[src/rtl/hdu_pkg.sv]
// ----------------------------------------------------------------------------
// hdu_pkg
// Widths, fixed-point constants and the CORDIC arctangent table shared by the
// haversine distance unit and its parts.
// ----------------------------------------------------------------------------
package hdu_pkg;

    // field widths
    localparam int LAT_W   = 24;
    localparam int LON_W   = 25;
    localparam int RAD_W   = 16;
    localparam int CFG_W   = 25;
    localparam int DIST_W  = 28;

    // angle to phase
    localparam int DIFF_W  = 26;
    localparam int PHASE_W = 32;
    localparam logic [DIFF_W-1:0] DEG_MOD_HALF = 26'd47185920;  // 720 degrees, Q16
    localparam logic [DIFF_W-1:0] DEG_MOD_FULL = 26'd23592960;  // 360 degrees, Q16
    localparam int RECIP_W  = 27;
    localparam logic [RECIP_W-1:0] RECIP_45 = 27'd95443718;     // ceil(2^32 / 45)
    localparam int RECIP_SH = 32;
    localparam int DIV_45   = 45;
    localparam int QUO_W    = 21;
    localparam int REM_W    = 6;
    localparam int HALF_FRAC = 12;
    localparam int FULL_FRAC = 13;

    // cordic
    localparam int CORDIC_ITERS = 30;
    localparam int XY_W   = 34;
    localparam int TRIG_W = 32;
    localparam int CORDIC_K = 652032874;
    localparam int Q30_FRAC = 30;

    // square root
    localparam int ROOT_W = 31;
    localparam int SQ_W   = 2 * ROOT_W;
    localparam logic [ROOT_W-1:0] Q30_ONE = 31'h4000_0000;

    // scaling
    localparam int PI_W = 18;
    localparam logic [PI_W-1:0] PI_Q16 = 18'd205887;
    localparam logic [DIST_W-1:0] DIST_MAX = 28'hFFF_FFFF;
    localparam logic [DIST_W-1:0] DIST_PEAK = 28'd210825071;  // largest reachable distance

    function automatic logic [29:0] atan_phase(input int idx);
        case (idx)
            0:  atan_phase = 30'd536870912;
            1:  atan_phase = 30'd316933406;
            2:  atan_phase = 30'd167458907;
            3:  atan_phase = 30'd85004756;
            4:  atan_phase = 30'd42667331;
            5:  atan_phase = 30'd21354465;
            6:  atan_phase = 30'd10679838;
            7:  atan_phase = 30'd5340245;
            8:  atan_phase = 30'd2670163;
            9:  atan_phase = 30'd1335087;
            10: atan_phase = 30'd667544;
            11: atan_phase = 30'd333772;
            12: atan_phase = 30'd166886;
            13: atan_phase = 30'd83443;
            14: atan_phase = 30'd41722;
            15: atan_phase = 30'd20861;
            16: atan_phase = 30'd10430;
            17: atan_phase = 30'd5215;
            18: atan_phase = 30'd2608;
            19: atan_phase = 30'd1304;
            20: atan_phase = 30'd652;
            21: atan_phase = 30'd326;
            22: atan_phase = 30'd163;
            23: atan_phase = 30'd81;
            24: atan_phase = 30'd41;
            25: atan_phase = 30'd20;
            26: atan_phase = 30'd10;
            27: atan_phase = 30'd5;
            28: atan_phase = 30'd3;
            29: atan_phase = 30'd1;
            default: atan_phase = 30'd0;
        endcase
    endfunction

endpackage

[src/rtl/hdu_isqrt.sv]
// ----------------------------------------------------------------------------
// hdu_isqrt
// Pipelined digit-by-digit floor square root of a Q30 fraction scaled by 2^30.
// One result bit per stage.
// ----------------------------------------------------------------------------
module hdu_isqrt
    import hdu_pkg::*;
(
    input  logic              i_clk,
    input  logic              i_en,
    input  logic [ROOT_W-1:0] i_a,
    output logic [ROOT_W-1:0] o_root
);

    logic [SQ_W-1:0] r_rem  [ROOT_W];
    logic [SQ_W-1:0] r_root [ROOT_W];

    logic [SQ_W-1:0] rem_src  [ROOT_W];
    logic [SQ_W-1:0] root_src [ROOT_W];
    logic [SQ_W-1:0] trial    [ROOT_W];
    logic [SQ_W-1:0] bit_val  [ROOT_W];
    logic [SQ_W-1:0] n_rem    [ROOT_W];
    logic [SQ_W-1:0] n_root   [ROOT_W];

    always_comb begin
        rem_src[0]  = SQ_W'({i_a, Q30_FRAC'(0)});
        root_src[0] = '0;
        for (int i = 1; i < ROOT_W; i++) begin
            rem_src[i]  = r_rem[i-1];
            root_src[i] = r_root[i-1];
        end
        for (int i = 0; i < ROOT_W; i++) begin
            bit_val[i] = SQ_W'(1) << (2 * (ROOT_W - 1 - i));
            trial[i]   = root_src[i] + bit_val[i];
            if (rem_src[i] >= trial[i]) begin
                n_rem[i]  = rem_src[i] - trial[i];
                n_root[i] = (root_src[i] >> 1) + bit_val[i];
            end else begin
                n_rem[i]  = rem_src[i];
                n_root[i] = root_src[i] >> 1;
            end
        end
    end

    always_ff @(posedge i_clk) begin
        if (i_en) begin
            for (int i = 0; i < ROOT_W; i++) begin
                r_rem[i]  <= n_rem[i];
                r_root[i] <= n_root[i];
            end
        end
    end

    assign o_root = r_root[ROOT_W-1][ROOT_W-1:0];

endmodule

[config.mk]
export PLATFORM = sky130hd
export DESIGN_NAME = hdu_isqrt
export DESIGN_NICKNAME = d
export VERILOG_FILES = /design/src/rtl/hdu_pkg.sv /design/src/rtl/hdu_isqrt.sv
export SDC_FILE = /design/constraint.sdc
export NUM_CORES = 2
export LEC_CHECK = 0
export ABC_AREA = 0
export BUFFER_PORTS_ARGS = -buffer_cell sky130_fd_sc_hd__buf_2
export CAP_MARGIN = 20
export CORE_MARGIN = 2
export CORE_UTILIZATION = 30
export CTS_CLUSTER_SIZE = 12
export DETAILED_ROUTE_END_ITERATION = 8
export GPL_ROUTABILITY_DRIVEN = 0
export PLACE_DENSITY_LB_ADDON = 0.3
export SYNTH_ARGS = -nofsm -noshare
export SYNTH_HDL_FRONTEND = slang
export SYNTH_SLANG_ARGS = --single-unit
[constraint.sdc]
create_clock -name i_clk -period 11.3 [get_ports i_clk]
set_clock_uncertainty 0.15 [all_clocks]
set_input_delay 0 -clock i_clk [delete_from_list [all_inputs] [get_ports i_clk]]
set_output_delay 0 -clock i_clk [all_outputs]
set_load 0.01 [all_outputs]
## Yosys cells after proc, flatten, opt, wreduce, memory -nomap -nowiden

Memories as Yosys holds them, arrays and structs flattened.
Index checks and enable logic that the tools add are counted.

| cells by class | value |
|---|---|
| order comparisons | 31 |
| $add $sub $neg | 91 |
| muxes and demuxes | 64 |

Operators by type and width:

| operator | count |
|---|---|
| 2-to-1 mux 62 bit | 61 |
| greater-or-equal comparator 62 bit | 30 |
| subtractor 62 bit | 30 |
| adder 61 x 1 -> 62 bit (second input constant) | 1 |
| adder 61 x 11 -> 62 bit (second input constant) | 1 |
| adder 61 x 13 -> 62 bit (second input constant) | 1 |
| adder 61 x 15 -> 62 bit (second input constant) | 1 |
| adder 61 x 17 -> 62 bit (second input constant) | 1 |
| adder 61 x 19 -> 62 bit (second input constant) | 1 |
| adder 61 x 21 -> 62 bit (second input constant) | 1 |
| adder 61 x 23 -> 62 bit (second input constant) | 1 |
| adder 61 x 25 -> 62 bit (second input constant) | 1 |
| adder 61 x 27 -> 62 bit (second input constant) | 1 |
| adder 61 x 29 -> 62 bit (second input constant) | 1 |
| adder 61 x 3 -> 62 bit (second input constant) | 1 |
| adder 61 x 31 -> 62 bit (second input constant) | 1 |
| adder 61 x 33 -> 62 bit (second input constant) | 1 |
| adder 61 x 35 -> 62 bit (second input constant) | 1 |
| adder 61 x 37 -> 62 bit (second input constant) | 1 |
| adder 61 x 39 -> 62 bit (second input constant) | 1 |
| adder 61 x 41 -> 62 bit (second input constant) | 1 |
| adder 61 x 43 -> 62 bit (second input constant) | 1 |
| adder 61 x 45 -> 62 bit (second input constant) | 1 |
| adder 61 x 47 -> 62 bit (second input constant) | 1 |
| other kinds (43) | 44 |

| storage, ports and cells | value |
|---|---|
| memories | 2 |
| RAM bits | 3844 |
| input port bits | 33 |
| output and inout bits | 31 |
| register bits | 0 |

Memory list:

| memory | depth | bits a word | rd ports | clocked after Yosys merged registers in | wr ports | RTL line | source |
|---|---|---|---|---|---|---|---|
| r_rem | 31 | 62 | 30 | 0 | 31 | hdu_isqrt.sv:15 | `logic [SQ_W-1:0] r_rem [ROOT_W];` |
| r_root | 31 | 62 | 31 | 0 | 31 | hdu_isqrt.sv:16 | `logic [SQ_W-1:0] r_root [ROOT_W];` |

## Longest topological paths before layout

An unclocked memory read counts as a cell.

| logic depth | value |
|---|---|
| depth in word-level cells | 4 |
| depth in mapped cells | 16 |
| mapped depth without buffers | 15 |

## Least setup slack after synthesis

OpenSTA, ideal clock, no wires.

| timing | value |
|---|---|
| kind | register -> register |
| start point | memory r_rem[1][688] in the netlist's numbering |
| end point | memory r_rem[1][796] in the netlist's numbering (data pin) |
| arrival time | 3.307 ns |
| cell stages (with the launch flop) | 15 |
| setup slack | 7.564 ns |
| setup time | 0.279 ns |
| data required time | 10.871 ns |
| clock period less this slack | 3.736 ns |
| path through | edfxtp_1 ha_1 inv_1 fa_1 nor2b_1 o31a_1 o41a_1 o31a_1 a311o_1 a211oi_1 clkbuf_1 inv_2 nand4_1 a2111oi_0 xor2_1 |

RTL lines:

| item | RTL line |
|---|---|
| from (decl) | hdu_isqrt.sv:15 |

==> out/results.ini <==
[status]
status=completed

[layout]
multi_input_area_um2=35600
mostFrequentLayoutCell=edfxtp_1
nets=8500
fillers=28500
fin_util=0.341
synthToLayoutAreaGrowth_pct=12.7
regArea_um2=49600
drive_gt1_frac=0.0551
final_cell_mix=1652 x edfxtp_1, 660 x nand2_1, 632 x inv_1

[detailed_routing]
drtPass1Iterations=6
ant_nets=0
drtIter0Drc=3724
wl_per_cell_um=15.9
drc=0
via_count=58500
wirelength_um=191000
via_per_inst=4.88

[power]
power_density_nw_per_um2=189
leakage_nw=37.2
power.total_w=0.0188
vdd_drop_max_uv=155

[sta]
period_needed_ns=5.53
drv_slew=0
tightest_slew_ns=1.10
fmax_mhz=181
final_hold_viol_count=0
setup_viol=0
finalWorstSetupSlack_ns=5.77
rsz0062_at_grt=false
fin_crit_sh=0.489
slew_headroom=0.266
finalSetupTns_ns=0

[synthesis]
syn_area_um2=88100
ys_types=90
synthArstFlopShare=0
synth_seq_area_share=0.563
ys_seq_elements=1652
synth_enable_flop_cells=1652
syn_inst=7760
avgSynthCellArea_um2=11.4
ys.flop_type=edfxtp_1
yosys_warnings=0

[place]
hpwl_um=140000
port_buffers=63
dpl_worst_slack_ns=5.80

[cts]
clockBufferDepth=4
numCtsBuffers=188
clk_latency_ns=0.92
htreeDepth=4
cts.sinks=1652
clk_pin_slew_ns=0.06
tritoncts=done
clock-root-buffer=clkbuf_16
postCtsSetupRepairBufs=0

[worst_hold_path]
hp-start=i_en
holdPathStages=2
hp-class=in -> reg
whs_endpoint=r_rem[0][796]

[critical_path]
cp.required_ns=11.67
cp_max_fo=31
startpoint_type=register
timing.reg2reg.setup_slack_ns=5.77
r2r_cells=12
endpoint_kind=register
reg2reg_to=r_rem[1][740]
r2r-start=r_rem[1][628]
cp_data_arrival_time_ns=5.90
worstSetupPathType=reg -> reg

[die]
row_count=198
dieArea_um2=298000
die_width_um=546
die_h_um=546
ios=64
core_um2=292000
start_util=0.302

[global_route]
track_usage=0.125
grt_max_degree=187
grt_pass1_wl_um=308000
grt_remaining_overflow=0
grt_antenna_before_repair=1
grt_pass1_vias=59100

[run]
drv_cap=0

==> timing repair <==
action                    in CTS  in global routing
resized for setup              0                  0
hold endpoints to repair     364                  0
hold buffers                  63                  0
==> registers in the layout, summed over array words and instances (netlist names) <==
register	cells
r_root	496
r_rem	1156
==> how the worst max path moves through the flow <==
stage	start	end	slack, ns	depth (start not counted)
finish	r_rem[1][628]	r_rem[1][740]	5.77	12
CTS	r_rem[1][628]	r_rem[1][734]	5.77	12
detailed placement	r_rem[1][628]	r_rem[1][734]	5.80	12
floorplan	r_rem[1][688]	r_rem[1][796]	7.56	14
global route	r_rem[1][628]	r_rem[1][740]	5.39	12
global placement	r_rem[1][628]	r_rem[1][738]	5.76	12
==> where the power goes <==
group | internal, W | total, W | leakage (nW) | switching [W]
combinational | 0.00186 | 0.00456 | 19.0 | 0.00270
clock | 0.00320 | 0.00558 | 2.69 | 0.00238
sequential | 0.00793 | 0.00861 | 15.6 | 0.000681
==> synthesized netlist by cell type, drive strengths merged (27+ instances only) <==
library cell  number  area share
nor2             525       0.022
xor2             405       0.040
clkbuf           137      0.0058
nor4             179       0.013
ha               494       0.070
nand2            661       0.028
a211oi            62      0.0053
a31oi             41      0.0029
xnor2            362       0.036
nand4             81      0.0058
a21oi            512       0.029
and3              42      0.0030
and2              44      0.0031
inv              642       0.027
o31ai             60      0.0051
a21o             190       0.016
or3               85      0.0060
nand3            149      0.0085
edfxtp          1652        0.56
o21a              84      0.0072
nor3             203       0.012
a21boi            27      0.0023
mux2              36      0.0046
or4               53      0.0046
or2               34      0.0024
nor2b             68      0.0048
o21ai            449       0.026
nand2b            80      0.0057
o21bai            50      0.0043
==> logic make-up after synthesis <==
kind of cell | Yosys count | share of synthesized area
AOI/OAI and AO/OA | 1683 | 0.119
other | 1 | 0.0000426
muxes | 42 | 0.00528
xor gates and xnor gates | 767 | 0.0762
and+or+nand+nor | 2309 | 0.129
adders and majority gates | 508 | 0.0733
buffers and inverters | 798 | 0.0342
DFF | 1652 | 0.563
==> worst max-delay path, stage by stage (launching register included) <==
cell      delay (ns)
edfxtp_1        0.45
ha_1            0.24
fa_1            0.43
a211o_1         0.34
a21o_1          0.19
a211oi_1        0.48
nor4_1          0.23
o21ai_0         0.27
and2_1          0.88
inv_1           0.76
nand4_1         0.53
nor3_1          0.10
xor2_1          0.16
==> metal layers <==
metal / up-vias / GRT usage / part of all wire
li1: 28900 / - / -
met2: 1448 / 0.227 / 0.50
met1: 27600 / 0.145 / 0.42
met5: - / 0 / 0
met3: 462 / 0.0178 / 0.039
met4: 0 / 0.0519 / 0.040
==> area by class of cell <==
class                      count  share of cell area
timing repair buffer         163              0.0132
antenna                        2           0.0000504
clock buffer                 238              0.0497
multi-input combinational   5311               0.358
sequential                  1652               0.499
tap                         3900              0.0491
clock inverter                83             0.00588
inverter                     643              0.0243
==> stage by stage <==
step                cells  area [um2]  hold WS (ns)
floorplan            7761       88100       -0.0511
global placement    11600       93100        0.0259
detailed placement  11600       93100        0.0281
CTS                 12000       99300        0.0756
global route        12000       99300        0.0832
finish              12000       99300        0.0861
Power figures use the tool's default switching activity.
